==> src/rtl/core/cplc_pkg.sv <==
package cplc_pkg;

   localparam int unsigned IDX_W = 4;
   localparam int unsigned PTR_W = 5;

   typedef enum logic [1:0] {
      OP_STEP  = 2'd0,
      OP_LOAD  = 2'd1,
      OP_QUEUE = 2'd2,
      OP_FREE  = 2'd3
   } op_type;

   typedef enum logic [1:0] {
      STATUS_NONE  = 2'd0,
      STATUS_NEW   = 2'd1,
      STATUS_SAME  = 2'd2,
      STATUS_ERROR = 2'd3
   } status_type;

   localparam logic [2:0] CSR_ERROR_DELAY = 3'd0;
   localparam logic [7:0] ERROR_DELAY_RESET = 8'd128;

   // one write into a byte store
   typedef struct packed {
      logic             en;
      logic [IDX_W-1:0] addr;
      logic [7:0]       data;
   } store_write_type;

   // result fields produced by the link machine
   typedef struct packed {
      logic       rx_taken;
      logic       tx_valid;
      logic [7:0] tx_byte;
      logic       dir_level;
      logic [1:0] cmd_status;
      logic       send_busy;
      logic       send_accepted;
   } link_result_type;

   // body length including the opcode, by low opcode nibble
   function automatic logic [3:0] body_length(input logic [3:0] nibble);
      logic [3:0] len;
      case (nibble)
         4'd1:    len = 4'd2;
         4'd4:    len = 4'd12;
         4'd5:    len = 4'd2;
         4'd8:    len = 4'd4;
         4'd13:   len = 4'd2;
         default: len = 4'd1;
      endcase
      return len;
   endfunction

endpackage

==> src/rtl/core/cplc_rx_buf.sv <==
module cplc_rx_buf #(
   parameter int unsigned RX_DEPTH = 12
) (
   input  logic                            clock,
   input  logic                            reset,
   input  cplc_pkg::store_write_type       wr,
   input  logic [cplc_pkg::IDX_W-1:0]      rd_idx,
   output logic [7:0]                      rd_data,
   output logic [7:0]                      opcode_byte
);

   localparam int unsigned AW = (RX_DEPTH > 1) ? $clog2(RX_DEPTH) : 1;
   localparam logic [cplc_pkg::IDX_W:0] DEPTH_W = (cplc_pkg::IDX_W + 1)'(RX_DEPTH);

   logic [7:0] mem_ff [RX_DEPTH];
   logic       wr_ok;
   logic       rd_ok;

   assign wr_ok = wr.en && ({1'b0, wr.addr} < DEPTH_W);
   assign rd_ok = {1'b0, rd_idx} < DEPTH_W;

   always_ff @(posedge clock) begin
      if (reset) begin
         for (int i = 0; i < RX_DEPTH; i++) begin
            mem_ff[i] <= 8'd0;
         end
      end else if (wr_ok) begin
         mem_ff[wr.addr[AW-1:0]] <= wr.data;
      end
   end

   // read shows the store after this item's write
   always_comb begin
      if (!rd_ok) begin
         rd_data = 8'd0;
      end else if (wr_ok && (wr.addr == rd_idx)) begin
         rd_data = wr.data;
      end else begin
         rd_data = mem_ff[rd_idx[AW-1:0]];
      end
   end

   assign opcode_byte = mem_ff[0];

endmodule

==> src/rtl/core/cplc_tx_buf.sv <==
module cplc_tx_buf #(
   parameter int unsigned TX_DEPTH = 16
) (
   input  logic                            clock,
   input  logic                            reset,
   input  cplc_pkg::store_write_type       wr,
   input  logic [cplc_pkg::PTR_W-1:0]      rd_ptr,
   output logic [7:0]                      rd_data
);

   localparam int unsigned AW = (TX_DEPTH > 1) ? $clog2(TX_DEPTH) : 1;
   localparam logic [cplc_pkg::PTR_W-1:0] DEPTH_W = cplc_pkg::PTR_W'(TX_DEPTH);

   logic [7:0] mem_ff [TX_DEPTH];
   logic       wr_ok;

   assign wr_ok = wr.en && ({1'b0, wr.addr} < DEPTH_W);

   always_ff @(posedge clock) begin
      if (reset) begin
         for (int i = 0; i < TX_DEPTH; i++) begin
            mem_ff[i] <= 8'd0;
         end
      end else if (wr_ok) begin
         mem_ff[wr.addr[AW-1:0]] <= wr.data;
      end
   end

   // pointer past the store sends zero
   assign rd_data = (rd_ptr < DEPTH_W) ? mem_ff[rd_ptr[AW-1:0]] : 8'd0;

endmodule

==> src/rtl/core/cplc_link_fsm.sv <==
module cplc_link_fsm #(
   parameter int unsigned TX_DEPTH = 16
) (
   input  logic                            clock,
   input  logic                            reset,
   input  logic                            accept,
   input  logic [1:0]                      op,
   input  logic                            data_level,
   input  logic [7:0]                      rx_byte,
   input  logic [7:0]                      load_byte,
   input  logic [cplc_pkg::IDX_W-1:0]      buf_index,
   input  logic [4:0]                      send_length,
   input  logic                            with_checksum,
   input  logic [7:0]                      error_delay,
   input  logic [7:0]                      opcode_byte,
   input  logic [7:0]                      tx_data,
   output logic [cplc_pkg::PTR_W-1:0]      tx_ptr,
   output cplc_pkg::store_write_type       rx_wr,
   output cplc_pkg::store_write_type       tx_wr,
   output cplc_pkg::link_result_type       result
);

   typedef enum logic [6:0] {
      LS_IDLE    = 7'b0000001,
      LS_RX_OP   = 7'b0000010,
      LS_RX_PARM = 7'b0000100,
      LS_RX_CHK  = 7'b0001000,
      LS_TX_DATA = 7'b0010000,
      LS_TX_CHK  = 7'b0100000,
      LS_ERR     = 7'b1000000
   } link_state_type;

   localparam logic [4:0] TX_DEPTH_W = 5'(TX_DEPTH);

   link_state_type state_ff, state_in;
   logic [7:0] running_sum_ff, running_sum_in;
   logic [3:0] expected_length_ff, expected_length_in;
   logic [3:0] rx_count_ff, rx_count_in;
   logic [4:0] tx_pointer_ff, tx_pointer_in;
   logic [4:0] tx_remaining_ff, tx_remaining_in;
   logic [7:0] error_countdown_ff, error_countdown_in;
   logic [7:0] last_opcode_ff, last_opcode_in;
   logic [1:0] result_code_ff, result_code_in;
   logic       report_pending_ff, report_pending_in;
   logic       send_pending_ff, send_pending_in;
   logic       sum_wanted_ff, sum_wanted_in;
   logic       dir_ff, dir_in;

   logic       taken;
   logic       txv;
   logic [7:0] txb;
   logic       accepted;
   logic [7:0] sum_add;
   logic [3:0] count_next;
   logic [4:0] remaining_dec;

   assign tx_ptr        = tx_pointer_ff;
   assign sum_add       = running_sum_ff + rx_byte;
   assign count_next    = rx_count_ff + 4'd1;
   assign remaining_dec = (tx_remaining_ff != 5'd0) ? tx_remaining_ff - 5'd1 : tx_remaining_ff;

   always_comb begin
      state_in           = state_ff;
      running_sum_in     = running_sum_ff;
      expected_length_in = expected_length_ff;
      rx_count_in        = rx_count_ff;
      tx_pointer_in      = tx_pointer_ff;
      tx_remaining_in    = tx_remaining_ff;
      error_countdown_in = error_countdown_ff;
      last_opcode_in     = last_opcode_ff;
      result_code_in     = result_code_ff;
      report_pending_in  = report_pending_ff;
      send_pending_in    = send_pending_ff;
      sum_wanted_in      = sum_wanted_ff;
      dir_in             = dir_ff;
      taken              = 1'b0;
      txv                = 1'b0;
      txb                = 8'd0;
      accepted           = 1'b0;
      rx_wr.en           = 1'b0;
      rx_wr.addr         = rx_count_ff;
      rx_wr.data         = rx_byte;
      tx_wr.en           = 1'b0;
      tx_wr.addr         = buf_index;
      tx_wr.data         = load_byte;

      case (cplc_pkg::op_type'(op))
         cplc_pkg::OP_LOAD: begin
            tx_wr.en = accept && !send_pending_ff;
         end
         cplc_pkg::OP_QUEUE: begin
            if (!send_pending_ff && (send_length != 5'd0) && (send_length <= TX_DEPTH_W)) begin
               tx_remaining_in = send_length;
               sum_wanted_in   = with_checksum;
               send_pending_in = 1'b1;
               accepted        = 1'b1;
            end
         end
         cplc_pkg::OP_FREE: begin
            report_pending_in = 1'b0;
         end
         default: begin
            unique case (state_ff)
               LS_IDLE: begin
                  // a pending send wins over a low line
                  if (send_pending_ff) begin
                     tx_pointer_in  = 5'd0;
                     running_sum_in = 8'd0;
                     state_in       = LS_TX_DATA;
                  end else if (!data_level) begin
                     rx_count_in    = 4'd0;
                     running_sum_in = 8'd0;
                     state_in       = LS_RX_OP;
                  end
               end
               LS_RX_OP: begin
                  taken  = 1'b1;
                  dir_in = 1'b0;
                  if (rx_byte == 8'd0) begin
                     error_countdown_in = error_delay;
                     state_in           = LS_ERR;
                  end else begin
                     rx_wr.en           = accept;
                     rx_wr.addr         = '0;
                     running_sum_in     = rx_byte;
                     rx_count_in        = 4'd1;
                     expected_length_in = cplc_pkg::body_length(rx_byte[3:0]);
                     state_in = (expected_length_in == 4'd1) ? LS_RX_CHK : LS_RX_PARM;
                  end
               end
               LS_RX_PARM: begin
                  if (!data_level) begin
                     taken          = 1'b1;
                     dir_in         = 1'b0;
                     rx_wr.en       = accept;
                     rx_count_in    = count_next;
                     running_sum_in = sum_add;
                     if (count_next >= expected_length_ff) begin
                        state_in = LS_RX_CHK;
                     end
                  end
               end
               LS_RX_CHK: begin
                  if (!data_level) begin
                     taken  = 1'b1;
                     dir_in = 1'b0;
                     if (~rx_byte == running_sum_ff) begin
                        if (opcode_byte == last_opcode_ff) begin
                           result_code_in = cplc_pkg::STATUS_SAME;
                        end else begin
                           result_code_in = cplc_pkg::STATUS_NEW;
                           last_opcode_in = opcode_byte;
                        end
                     end else begin
                        result_code_in = cplc_pkg::STATUS_ERROR;
                     end
                     report_pending_in = 1'b1;
                     running_sum_in    = 8'd0;
                     state_in          = LS_IDLE;
                  end
               end
               LS_TX_DATA: begin
                  if (data_level) begin
                     txv             = 1'b1;
                     txb             = tx_data;
                     running_sum_in  = running_sum_ff + tx_data;
                     tx_pointer_in   = tx_pointer_ff + 5'd1;
                     dir_in          = 1'b1;
                     tx_remaining_in = remaining_dec;
                     if (remaining_dec == 5'd0) begin
                        send_pending_in = 1'b0;
                        state_in        = sum_wanted_ff ? LS_TX_CHK : LS_IDLE;
                     end
                  end
               end
               LS_TX_CHK: begin
                  if (data_level) begin
                     txv            = 1'b1;
                     txb            = ~running_sum_ff;
                     running_sum_in = 8'd0;
                     dir_in         = 1'b1;
                     state_in       = LS_IDLE;
                  end
               end
               LS_ERR: begin
                  if (error_countdown_ff != 8'd0) begin
                     error_countdown_in = error_countdown_ff - 8'd1;
                  end else begin
                     result_code_in    = cplc_pkg::STATUS_ERROR;
                     report_pending_in = 1'b1;
                     state_in          = LS_IDLE;
                  end
               end
               default: begin
                  state_in = LS_IDLE;
               end
            endcase
         end
      endcase
   end

   always_comb begin
      result.rx_taken      = taken;
      result.tx_valid      = txv;
      result.tx_byte       = txb;
      result.dir_level     = dir_in;
      result.cmd_status    = report_pending_in ? result_code_in : cplc_pkg::STATUS_NONE;
      result.send_busy     = (state_in == LS_TX_DATA) || (state_in == LS_TX_CHK);
      result.send_accepted = accepted;
   end

   always_ff @(posedge clock) begin
      if (reset) begin
         state_ff           <= LS_IDLE;
         running_sum_ff     <= 8'd0;
         expected_length_ff <= 4'd0;
         rx_count_ff        <= 4'd0;
         tx_pointer_ff      <= 5'd0;
         tx_remaining_ff    <= 5'd0;
         error_countdown_ff <= 8'd0;
         last_opcode_ff     <= 8'd0;
         result_code_ff     <= 2'd0;
         report_pending_ff  <= 1'b0;
         send_pending_ff    <= 1'b0;
         sum_wanted_ff      <= 1'b0;
         dir_ff             <= 1'b1;
      end else if (accept) begin
         state_ff           <= state_in;
         running_sum_ff     <= running_sum_in;
         expected_length_ff <= expected_length_in;
         rx_count_ff        <= rx_count_in;
         tx_pointer_ff      <= tx_pointer_in;
         tx_remaining_ff    <= tx_remaining_in;
         error_countdown_ff <= error_countdown_in;
         last_opcode_ff     <= last_opcode_in;
         result_code_ff     <= result_code_in;
         report_pending_ff  <= report_pending_in;
         send_pending_ff    <= send_pending_in;
         sum_wanted_ff      <= sum_wanted_in;
         dir_ff             <= dir_in;
      end
   end

`ifndef SYNTHESIS
   // data bytes go out only while the send is still owed
   assert property (@(posedge clock) disable iff (reset)
      (state_ff == LS_TX_DATA) |-> send_pending_ff)
      else $error("send data state without pending send");

   assert property (@(posedge clock) disable iff (reset)
      (state_ff == LS_RX_PARM) |-> (rx_count_ff < expected_length_ff))
      else $error("parameter count reached body length without leaving");

   assert property (@(posedge clock) disable iff (reset)
      (accept && result.tx_valid) |=> dir_ff)
      else $error("direction not set after a sent byte");
`endif

endmodule

==> src/rtl/core/command_packet_link_controller_core.sv <==
// channel  | valid      | stall      | payload
// ---------+------------+------------+-----------------------------------------------
// request  | req_valid  | req_stall  | req_op, req_data_level, req_rx_byte, ...
// response | rsp_valid  | rsp_stall  | rsp_rx_taken, rsp_tx_valid, ... rsp_read_byte
// config   | psel       | -          | penable, pwrite, paddr, pwdata, prdata, pready
//
// one item per cycle unless req_stall is high: the link step is combinational and
// lands in the response register, so the next item is taken while the last result
// waits. req_stall is raised only while a result is held and rsp_stall is high.
// reset is synchronous: idle link, empty stores, error_delay back to 128.
module command_packet_link_controller_core #(
   parameter int unsigned RX_DEPTH = 12,
   parameter int unsigned TX_DEPTH = 16
) (
   input  logic        clock,
   input  logic        reset,

   input  logic        req_valid,
   output logic        req_stall,
   input  logic [1:0]  req_op,
   input  logic        req_data_level,
   input  logic [7:0]  req_rx_byte,
   input  logic [7:0]  req_load_byte,
   input  logic [3:0]  req_buf_index,
   input  logic [4:0]  req_send_length,
   input  logic        req_with_checksum,

   output logic        rsp_valid,
   input  logic        rsp_stall,
   output logic        rsp_rx_taken,
   output logic        rsp_tx_valid,
   output logic [7:0]  rsp_tx_byte,
   output logic        rsp_dir_level,
   output logic [1:0]  rsp_cmd_status,
   output logic        rsp_send_busy,
   output logic        rsp_send_accepted,
   output logic [7:0]  rsp_read_byte,

   input  logic        psel,
   input  logic        penable,
   input  logic        pwrite,
   input  logic [2:0]  paddr,
   input  logic [31:0] pwdata,
   output logic [31:0] prdata,
   output logic        pready
);

   logic                              accept;
   logic [7:0]                        error_delay_ff;
   logic                              rsp_valid_ff;
   cplc_pkg::link_result_type         result;
   cplc_pkg::link_result_type         result_ff;
   logic [7:0]                        read_byte;
   logic [7:0]                        read_byte_ff;
   cplc_pkg::store_write_type         rx_wr;
   cplc_pkg::store_write_type         tx_wr;
   logic [cplc_pkg::PTR_W-1:0]        tx_ptr;
   logic [7:0]                        tx_data;
   logic [7:0]                        opcode_byte;
   logic                              csr_hit;

   assign req_stall = rsp_valid_ff && rsp_stall;
   assign accept    = req_valid && !req_stall;

   // register file: error_delay only
   assign pready  = 1'b1;
   assign csr_hit = ({paddr[2], 2'b00} == cplc_pkg::CSR_ERROR_DELAY);
   assign prdata  = csr_hit ? {24'd0, error_delay_ff} : 32'd0;

   always_ff @(posedge clock) begin
      if (reset) begin
         error_delay_ff <= cplc_pkg::ERROR_DELAY_RESET;
      end else if (psel && penable && pwrite && csr_hit) begin
         error_delay_ff <= pwdata[7:0];
      end
   end

   cplc_link_fsm #(
      .TX_DEPTH(TX_DEPTH)
   ) u_fsm (
      .clock         (clock),
      .reset         (reset),
      .accept        (accept),
      .op            (req_op),
      .data_level    (req_data_level),
      .rx_byte       (req_rx_byte),
      .load_byte     (req_load_byte),
      .buf_index     (req_buf_index),
      .send_length   (req_send_length),
      .with_checksum (req_with_checksum),
      .error_delay   (error_delay_ff),
      .opcode_byte   (opcode_byte),
      .tx_data       (tx_data),
      .tx_ptr        (tx_ptr),
      .rx_wr         (rx_wr),
      .tx_wr         (tx_wr),
      .result        (result)
   );

   cplc_rx_buf #(
      .RX_DEPTH(RX_DEPTH)
   ) u_rx_buf (
      .clock       (clock),
      .reset       (reset),
      .wr          (rx_wr),
      .rd_idx      (req_buf_index),
      .rd_data     (read_byte),
      .opcode_byte (opcode_byte)
   );

   cplc_tx_buf #(
      .TX_DEPTH(TX_DEPTH)
   ) u_tx_buf (
      .clock   (clock),
      .reset   (reset),
      .wr      (tx_wr),
      .rd_ptr  (tx_ptr),
      .rd_data (tx_data)
   );

   always_ff @(posedge clock) begin
      if (reset) begin
         rsp_valid_ff <= 1'b0;
      end else if (accept) begin
         rsp_valid_ff <= 1'b1;
      end else if (!rsp_stall) begin
         rsp_valid_ff <= 1'b0;
      end
   end

   always_ff @(posedge clock) begin
      if (accept) begin
         result_ff    <= result;
         read_byte_ff <= read_byte;
      end
   end

   assign rsp_valid         = rsp_valid_ff;
   assign rsp_rx_taken      = result_ff.rx_taken;
   assign rsp_tx_valid      = result_ff.tx_valid;
   assign rsp_tx_byte       = result_ff.tx_byte;
   assign rsp_dir_level     = result_ff.dir_level;
   assign rsp_cmd_status    = result_ff.cmd_status;
   assign rsp_send_busy     = result_ff.send_busy;
   assign rsp_send_accepted = result_ff.send_accepted;
   assign rsp_read_byte     = read_byte_ff;

`ifndef SYNTHESIS
   // every taken item leaves a result behind it
   assert property (@(posedge clock) disable iff (reset)
      accept |=> rsp_valid_ff)
      else $error("accepted item produced no result");

   assert property (@(posedge clock) disable iff (reset)
      req_stall |-> rsp_valid_ff)
      else $error("request stalled with an empty response register");

   assert property (@(posedge clock) disable iff (reset)
      (accept && result.tx_valid) |-> (result.tx_valid != result.rx_taken))
      else $error("one item both sent and received a byte");
`endif

endmodule
==> config.mk <==
export PLATFORM = sky130hd
export DESIGN_NAME = command_packet_link_controller_core
export DESIGN_NICKNAME = d
export VERILOG_FILES = /design/src/rtl/core/cplc_pkg.sv /design/src/rtl/core/cplc_rx_buf.sv /design/src/rtl/core/cplc_tx_buf.sv /design/src/rtl/core/cplc_link_fsm.sv /design/src/rtl/core/command_packet_link_controller_core.sv
export SDC_FILE = /design/constraint.sdc
export NUM_CORES = 1
export LEC_CHECK = 0
export ABC_AREA = 1
export BUFFER_PORTS_ARGS = -buffer_cell sky130_fd_sc_hd__buf_2
export CAP_MARGIN = 20
export CORE_UTILIZATION = 62
export CTS_CLUSTER_DIAMETER = 30
export DETAILED_ROUTE_END_ITERATION = 10
export GPL_TIMING_DRIVEN = 0
export PLACE_DENSITY = 0.8
export SKIP_LAST_GASP = 1
export SLEW_MARGIN = 20
export SYNTH_ARGS = -nofsm -noshare
export SYNTH_HDL_FRONTEND = slang
export SYNTH_SLANG_ARGS = --single-unit
==> constraint.sdc <==
create_clock -name clock -period 8.94 [get_ports clock]
set_clock_uncertainty 0.05 [all_clocks]
set_input_delay 0 -clock clock [delete_from_list [all_inputs] [get_ports clock]]
set_output_delay 0 -clock clock [all_outputs]
set_load 0.05 [all_outputs]
* After elaboration in Yosys (flattened, before gate mapping) *
Memories as Yosys holds them, arrays and structs flattened. A register that Yosys moved wholly into a read port is not among the register bits.
Index checks and enable logic that the tools add are counted.

word-level totals
  bits in registers = 87
  bits in latches = 0
  RAM bits = 224
  ROM bits = 0
  input bits = 71
  output and inout port bits = 58
  logic and storage cells = 214
  memories = 2

memories
  memory           depth  bits a word  rd ports  clocked after memory_dff  wr ports  line               RTL
  u_tx_buf.mem_ff  16     8            1         1                         16        cplc_tx_buf.sv:14  logic [7:0] mem_ff [TX_DEPTH];
  u_rx_buf.mem_ff  12     8            2         0                         12        cplc_rx_buf.sv:15  logic [7:0] mem_ff [RX_DEPTH];

cells by class
  $add $sub $neg = 6
  $mul = 0
  div/mod/pow operators = 0
  order comparisons = 5
  equality and inequality tests = 32
  shift operators = 0
  mux-type cells = 94
  bitwise operators = 9
  reduce and logical (&&, ||, !) cells = 43

operators by type and width
  operator                                                                  number
  8-bit 2-to-1 mux                                                          15
  7-bit 2-to-1 mux                                                          11
  4-bit 2-to-1 mux                                                          13
  7-bit case mux with 7 select lines                                        1
  8-bit case mux with 6 select lines                                        1
  5-bit 2-to-1 mux                                                          8
  8-bit case mux with 2 select lines                                        2
  1-bit 2-to-1 mux                                                          26
  4-bit case mux with 3 select lines                                        2
  5-bit case mux with 2 select lines                                        2
  8-bit adder                                                               2
  8-bit equality test                                                       2
  8-bit NOT                                                                 2
  8-bit OR reduction                                                        2
  5-bit AND reduction                                                       3
  7-bit by 5-bit equality test with 1-bit output (second input constant)    2
  7-bit by 6-bit equality test with 1-bit output (second input constant)    2
  7-bit AND reduction                                                       2
  2-bit inequality test (second input constant)                             6
  6-bit AND reduction                                                       2
  1-bit logical AND                                                         10
  2-bit 2-to-1 mux                                                          5
  2-bit by 1-bit inequality test with 1-bit output (second input constant)  5
  1-bit case mux with 2 select lines                                        5
  37 further kinds                                                          58

* Logic depth before layout (Yosys ltp) *
Gate-level depths: netlist (run 1).

  depth after elaboration = 13
  depth in mapped cells = 23
  mapped depth without buffers = 21

* Modules after synthesis *
A second synthesis (run 1) with hierarchy kept.

second synthesis, totals
  cells, all modules = 2,054
  area, all modules = 16,821.1 um2

modules (own cells, without submodules)
  module                               times used  cells each  area each (um2)  seq. area each (um2)
  cplc_tx_buf                          1           693         6,187.2          3,843.7
  cplc_rx_buf                          1           508         4,685.7          2,882.8
  cplc_link_fsm                        1           726         4,558.1          1,101.1
  command_packet_link_controller_core  1           127         1,390.1          870.8

* Worst setup path after synthesis (run 1) *
No wires, ideal clock.

  path kind = reg2reg
  from = reg with a tool-made name
  to = reg u_fsm.running_sum_ff[6]
  setup time = 117 ps
  data arrival time = 2,970 ps
  setup slack = 5,803 ps
  stages on the path, launching flop included = 23
  buffers on the path = 3
  period minus slack after synthesis = 3,137 ps
  path through = dfxtp_1 > buf_2 > clkbuf_1 > clkbuf_1 > o21ai_0 > o221ai_1 > o21ai_0 > nand2_1 > nand3_1 > o21ai_0 > ha_1 > inv_1 > fa_1 > inv_1 > nand2_1 > a21oi_1 > o21ai_0 > nand2_1 > a21oi_1 > nor2_1 > o21bai_1 > nor3_1 > nor2_1

RTL lines
  element                 line                  RTL
  end signal: assignment  cplc_link_fsm.sv:229  running_sum_ff <= running_sum_in;
  end: declaration        cplc_link_fsm.sv:36   logic [7:0] running_sum_ff, running_sum_in;

==> results.sh, run 1 <==
export IMPL_r2r_end="u_fsm.running_sum_ff[6]"
export IMPL_synth_edf_count=247
export IMPL_nNetsFinal=2057
export IMPL_synth_distinct_cells=53
export IMPL_die_h_um=165
export IMPL_synthTopCellsByArea="edfxtp_1 45%, dfxtp_1 8.3%, nor2_1 6.2%, nor3_2 5.5%, nand2_1 5.2%"
export IMPL_peakVddDrop_uv=196
export IMPL_p_int_w=0.00327
export IMPL_drtPass1Iterations=8
export IMPL_grt_pass1_vias=13600
export IMPL_drv_slew=0
export IMPL_status="finished, final reports clean"
export IMPL_fill_cells=1769
export IMPL_drt_total_wl_um=48800
export IMPL_crit_slowest_cell="clkbuf_1"
export IMPL_drt_iter0_drc=1759
export IMPL_hpwl_um=32200
export IMPL_insertion_delay_ns=0.57
export IMPL_cts_made_buffers=56
export IMPL_max_cap_violations=0
export IMPL_die_x_um=165
export IMPL_dp_cells=2197
export IMPL_worstSetupEndpointType="register"
export IMPL_async_flop_share_pct=0
export IMPL_seqCellArea_um2=8780
export IMPL_rrSetupSlack_ns=4.47
export IMPL_drive_gt1_share_pct=17.2
export IMPL_cts_hold_repair_buffers=42
export IMPL_instances_no_fill=2343
export IMPL_start_util_pct=63.1
export IMPL_drc=0
export IMPL_clock_power_share_pct=53.6
export IMPL_syn_area_per_cell_um2=9.29
export IMPL_rows=59
export IMPL_synth_warnings=0
export IMPL_p_sw_w=0.00101
export IMPL_crit_type="reg2reg"
export IMPL_critPathTopFamily="buffers and inverters"
export IMPL_clockBufferDepth=3
export IMPL_slew_headroom_pct=21.9
export IMPL_pwr_share_comb_pct=7.9
export IMPL_dieArea_um2=27100
export IMPL_netlist_area_leader_share_pct=45.3
export IMPL_p_seq_share_pct=38.4
export IMPL_syn2layout_area_growth_pct=20.6
export IMPL_multiInputGateArea_um2=6480
export IMPL_drt_antenna_violating_nets=0
export IMPL_clk_pin_slew_ns=0.05
export IMPL_max_freq_ghz=0.224
export IMPL_hold_class="in2reg"
export IMPL_critPathLaunchType="register"
export IMPL_syn_inst=1764
export IMPL_clock_sinks=315
export IMPL_cts_root_buf="clkbuf_16"
export IMPL_critPathBufInv=5
export IMPL_gp_congestion=0.965
export IMPL_critPathMaxFanout=10
export IMPL_grt_antenna_before_repair=0
export IMPL_netSwitchingFraction_pct=23.7
export IMPL_grt_util_all_layers_pct=36.0
export IMPL_post_cts_buffers=0
export IMPL_ys_flop_type="edfxtp_1"
export IMPL_boundaryPins=129
export IMPL_core_area_um2=26000
export IMPL_required_ns=9.34
export IMPL_crit_top_cell="o21ai_0"
export IMPL_wl_per_cell_um=20.8
export IMPL_power_leakage_nw=7.89
export IMPL_path_cells="inv_1, clkbuf_1, clkbuf_1, o21ai_0, o221ai_1, o21ai_0, nand2_1, nand3_1, o21ai_0, ha_1, inv_1, fa_1, inv_1, nand2_1, a21oi_1, o21ai_0, nand2_1, a21oi_1, nor2_1, o21bai_1, nor3_1, nor2_1"
export IMPL_synth_cell_area_um2=16400
export IMPL_yosys_register_bits=315
export IMPL_vias=14400
export IMPL_tns_ns=0
export IMPL_cp_arrival_ns=4.87
export IMPL_finalHoldViolCount=0
export IMPL_fin_crit_sh_pct=50.0
export IMPL_grt_setup_unrepaired="false"
export IMPL_r2r_cells=22
export IMPL_vias_per_cell=6.14
export IMPL_ys_seq_area_share_pct=53.6
export IMPL_min_from="req_rx_byte[6]"
export IMPL_grt_overflow=0
export IMPL_grt_max_degree=26
export IMPL_min_path_cells=3
export IMPL_synth_area_leader_cell="edfxtp_1"
export IMPL_io_buffers=74
export IMPL_grt_pass1_wl_um=73300
export IMPL_max_stage_delay_ns=0.52
export IMPL_diodes=0
export IMPL_power_total_w=0.00429
export IMPL_period_minus_slack_ns=4.47
export IMPL_setup_violations=0
export IMPL_cts_resized=0
export IMPL_powerDensity_nw_per_um2=217
export IMPL_htree_levels=2
export IMPL_synth_common_cells="269 x nor2_1, 247 x edfxtp_1, 228 x nand2_1"
export IMPL_synthMostInstantiatedCell="nor2_1"
export IMPL_worstHoldEndpoint="u_rx_buf.mem_ff[11][6]"
export IMPL_worst_pin_slew_ns=1.17
export IMPL_cts_tree="built"
[cell usage in the layout (no fill, tap or decap), drive strengths merged]
master         n
fa             1
o32ai          2
or2            8
nand2        234
a21oi         74
a221oi         8
o31ai          1
and3           2
a21boi         1
clkinv        17
a22oi         25
o21bai         4
a31oi         15
clkinvlp       6
bufinv        13
a211oi        14
nor2         278
edfxtp       247
o221a          1
nand3        129
inv          158
o22ai         17
nand4         19
xor2          13
conb          25
xnor2         12
o221ai        13
o211ai         6
nor3b          1
dfxtp         68
nor4           3
ha            21
nor3         116
o21ai        152
dlygate4sd3   42
nand3b         1
buf          122
clkbuf       139
[layout make-up]
cell class / instances / area share [%]
flip-flops and latches: 315 / 44.4
multi-input cells: 1196 / 32.8
clock buffers: 64 / 7.46
repair buffers: 119 / 4.15
plain buffers: 120 / 3.20
inverters: 156 / 2.98
clock inverters: 38 / 2.88
well taps: 335 / 2.12
[flip-flops by register name, indices dropped and copies added, names as in the netlist, 2 cells and up, named ones only]
register,flops
u_fsm.error_countdown_ff,8
error_delay_ff,8
u_fsm.rx_count_ff,4
rsp_cmd_status,2
u_fsm.expected_length_ff,4
u_fsm.running_sum_ff,8
rsp_tx_byte,8
u_fsm.tx_ptr,5
u_fsm.result_code_ff,2
u_tx_buf.mem_ff,128
u_fsm.tx_remaining_ff,5
rsp_read_byte,8
u_fsm.state_ff,7
u_rx_buf.mem_ff,96
u_fsm.last_opcode_ff,8
[through the flow]
stage / util (%) / worst slack [ns] / instance area, µm² / hold slack, ns
6_report: 76.0 / 4.47 / 19800 / 0.0348
5_1_grt: 76.0 / 4.28 / 19800 / 0.0412
4_1_cts: 76.0 / 4.65 / 19700 / 0.0109
3_5_place_dp: 66.5 / 4.67 / 17300 / 0.176
3_3_place_gp: 66.4 / 4.79 / 17300 / 0.169
2_1_floorplan: - / 5.80 / 16500 / 0.0804
[cells by family after synthesis]
| group | Yosys count | share of synthesized area, % |
|---|---|---|
| AOI/OAI and AO/OA | 333 | 11.8 |
| adders and majority gates | 22 | 1.73 |
| and+or+nand+nor | 791 | 24.1 |
| buffers and inverters | 276 | 7.44 |
| xor gates and xnor gates | 25 | 1.34 |
| other | 2 | 0.0458 |
| DFF | 315 | 53.6 |
[power groups by stage]
stage | Sequential, W | Combinational (W) | Clock, W
4_1_cts | 0.00165 | 0.000329 | 0.00229
6_report | 0.00165 | 0.000339 | 0.00230
3_3_place_gp | 0.00167 | 0.000304 | 0
2_1_floorplan | 0.00169 | 0.000195 | 0
5_1_grt | 0.00165 | 0.000361 | 0.00236
3_5_place_dp | 0.00168 | 0.000312 | 0
[per-layer routing]
layer	vias to the layer above	GRT usage [%]	part of all wire, %
met1	6715	45.6	37
met3	183	6.30	11
met5	-	0	0
met4	0	18.3	4.7
met2	988	59.3	48
li1	6501	-	-
[worst max path at each step]
| stage | endpoint | slack [ns] | cells past startpoint |
|---|---|---|---|
| finish | u_fsm.running_sum_ff[6] | 4.47 | 22 |
| global route | u_fsm.running_sum_ff[6] | 4.28 | 22 |
| CTS | u_fsm.running_sum_ff[6] | 4.65 | 22 |
| detailed placement | u_fsm.running_sum_ff[6] | 4.67 | 22 |
| global placement | u_fsm.running_sum_ff[6] | 4.79 | 22 |
| floorplan | u_fsm.running_sum_ff[6] | 5.80 | 22 |
[tightest hold or removal path: cells and delay by family]
family	cells	cell delay [ns]
buf+inv	2	0.30
simple gates	1	0.21
(Power assumes the default switching activity.)
==> run 2, diff against run 1 <==
CORE_UTILIZATION = 60   (was 62)
PLACE_DENSITY = 0.78   (was 0.8)
clock period = 4.2 ns   (was 8.94 ns; I/O delays follow)
==> run 2 against run 1 <==
Net effect: register-to-register slack worse by 4.2 ns; first-iteration DRC count is 7.8% higher; maximum frequency increased by 13%; critical path depth unchanged; die area increased by 3.3%; flip-flop and latch count is the same; non-clock buffer count increased by 6; final cell count is 1.4% higher; setup slack lost 4.2 ns; clock power increased by 130%; total power rose by 120%; global-route usage fell by 1.5 points.
==> results.sh, run 2 (synthesis gave the netlist of run 1 again) <==
export IMPL_status="finished, final reports clean"
export IMPL_clk_pin_slew_ns=0.05
export IMPL_p_seq_share_pct=37.3
export IMPL_diodes=0
export IMPL_max_freq_ghz=0.253
export IMPL_drv_slew=0
export IMPL_min_path_cells=8
export IMPL_rrSetupSlack_ns=0.25
export IMPL_rows=60
export IMPL_worstHoldEndpoint="u_fsm.running_sum_ff[7]"
export IMPL_fin_crit_sh_pct=93.9
export IMPL_period_minus_slack_ns=3.95
export IMPL_grt_antenna_before_repair=0
export IMPL_worst_slack_ns=0.255
export IMPL_insertion_delay_ns=0.56
export IMPL_syn2layout_area_growth_pct=22.2
export IMPL_utilization_pct=74.5
export IMPL_clockBufferDepth=3
export IMPL_layout_cells_most_common="nor2_1"
export IMPL_grt_max_degree=23
export IMPL_clock_sinks=315
export IMPL_peakVddDrop_uv=470
export IMPL_die_h_um=167
export IMPL_finalHoldViolCount=0
export IMPL_start_util_pct=61.0
export IMPL_cts_made_buffers=67
export IMPL_vias=14400
export IMPL_grt_pass1_vias=13800
export IMPL_hpwl_um=32300
export IMPL_dp_slack_ns=-0.244
export IMPL_cp_arrival_ns=4.34
export IMPL_powerDensity_nw_per_um2=470
export IMPL_clock_power_share_pct=55.0
export IMPL_worst_pin_slew_ns=1.07
export IMPL_hold_class="in2reg"
export IMPL_cts_tree="built"
export IMPL_p_sw_w=0.00232
export IMPL_crit_type="reg2reg"
export IMPL_seqCellArea_um2=8780
export IMPL_max_cap_violations=0
export IMPL_dp_cells=2204
export IMPL_drtPass1Iterations=5
export IMPL_core_area_um2=26900
export IMPL_top_regs="u_tx_buf.mem_ff: 128 flops, u_rx_buf.mem_ff: 96 flops"
export IMPL_netSwitchingFraction_pct=24.7
export IMPL_critPathMaxFanout=10
export IMPL_multiInputGateArea_um2=6480
export IMPL_drt_total_wl_um=48400
export IMPL_drc=0
export IMPL_setup_violations=0
export IMPL_vias_per_cell=6.05
export IMPL_place_area_um2=17300
export IMPL_critPathLaunchType="register"
export IMPL_grt_util_all_layers_pct=34.4
export IMPL_largest_reg_flops=128
export IMPL_required_ns=4.60
export IMPL_fin_area_um2=20000
export IMPL_cts_root_buf="clkbuf_16"
export IMPL_instances_no_fill=2375
export IMPL_grt_overflow=0
export IMPL_boundaryPins=129
export IMPL_slew_headroom_pct=27.7
export IMPL_drive_gt1_share_pct=18.5
export IMPL_min_from="req_rx_byte[7]"
export IMPL_dieArea_um2=28000
export IMPL_gp_congestion=0.974
export IMPL_drt_iter0_drc=1897
export IMPL_p_int_w=0.00709
export IMPL_final_cell_mix="269 x nor2_1, 247 x edfxtp_1, 228 x nand2_1, 141 x inv_1, 140 x o21ai_0"
export IMPL_r2r_cells=22
export IMPL_wl_per_cell_um=20.4
export IMPL_die_x_um=167
export IMPL_grt_pass1_wl_um=73700
export IMPL_htree_levels=3
export IMPL_io_buffers=74
export IMPL_fill_cells=1894
export IMPL_power_leakage_nw=8.05
export IMPL_worstSetupEndpointType="register"
export IMPL_r2r_end="u_fsm.running_sum_ff[6]"
export IMPL_drt_antenna_violating_nets=0
export IMPL_regMostFlops="u_tx_buf.mem_ff"
export IMPL_pwr_share_comb_pct=7.7
export IMPL_nNetsFinal=2074
==> run 2: area by class of cell <==
class	instances	share of cell area (%)
Buffer	118	3.25
Inverter	156	2.97
Clock buffer	77	8.56
Clock inverter	45	2.51
Multi-Input combinational cell	1196	32.3
Sequential cell	315	43.8
Tap cell	341	2.13
Timing Repair Buffer	127	4.42
==> run 2: per-stage QoR <==
| stage | hold slack (ns) | power, W | TNS, ns |
|---|---|---|---|
| final | 0.0380 | 0.00942 | 0 |
| after global routing | 0.0528 | 0.00964 | -0.00614 |
| after CTS | 0.00410 | 0.00939 | 0 |
| after detailed placement | 0.189 | 0.00423 | -0.349 |
| after global placement | 0.168 | 0.00421 | -0.0761 |
| after floorplan | 0.0804 | 0.00401 | 0 |
==> run 2: critical path, stage by stage, from the launching register on <==
cell and delay, ns:
dfxtp_1 0.37, clkbuf_4 0.23, clkbuf_4 0.23, clkbuf_4 0.23, o21ai_0 0.10, o221ai_1 0.27
o21ai_0 0.24, nand2_1 0.14, nand3_1 0.14, o21ai_0 0.15, ha_1 0.21, inv_1 0.07
fa_1 0.39, inv_1 0.08, nand2_1 0.07, a21oi_1 0.19, o21ai_0 0.14, nand2_1 0.08
a21oi_1 0.07, nor2_1 0.09, o21bai_1 0.09, nor3_1 0.16, nor2_1 0.06
==> run 2: routing by layer <==
layer	vias to the layer above	part of all wire [%]	track usage [%]
met3	181	10	7.07
met2	907	48	57.9
met4	0	4.3	16.8
met5	-	0	0
li1	6551	-	-
met1	6725	37	42.5
==> run 2: power groups by stage <==
| stage | combinational [W] | clock (W) | sequential (W) |
|---|---|---|---|
| floorplan | 0.000416 | 0 | 0.00360 |
| global placement | 0.000650 | 0 | 0.00356 |
| detailed placement | 0.000667 | 0 | 0.00357 |
| CTS | 0.000700 | 0.00517 | 0.00351 |
| global route | 0.000771 | 0.00535 | 0.00352 |
| finish | 0.000724 | 0.00518 | 0.00351 |
==> run 2: what timing repair did <==
item                       in CTS  in global routing
buffers inserted                0                 11
gates resized for setup         7                 20
hold endpoints to repair       84                  0
hold buffers                   40                  0
setup endpoints to repair       2                  3
==> run 2: worst max-delay path by stage <==
| stage | from | to | slack, ns |
|---|---|---|---|
| 3_3_place_gp | register | u_fsm.running_sum_ff[6] | -0.08 |
| 3_5_place_dp | register | u_fsm.running_sum_ff[6] | -0.24 |
| 4_1_cts | register | u_fsm.running_sum_ff[6] | 0.04 |
| 2_1_floorplan | register | u_fsm.running_sum_ff[6] | 1.06 |
| 5_1_grt | register | u_fsm.running_sum_ff[6] | -0.006 |
| 6_report | register | u_fsm.running_sum_ff[6] | 0.25 |
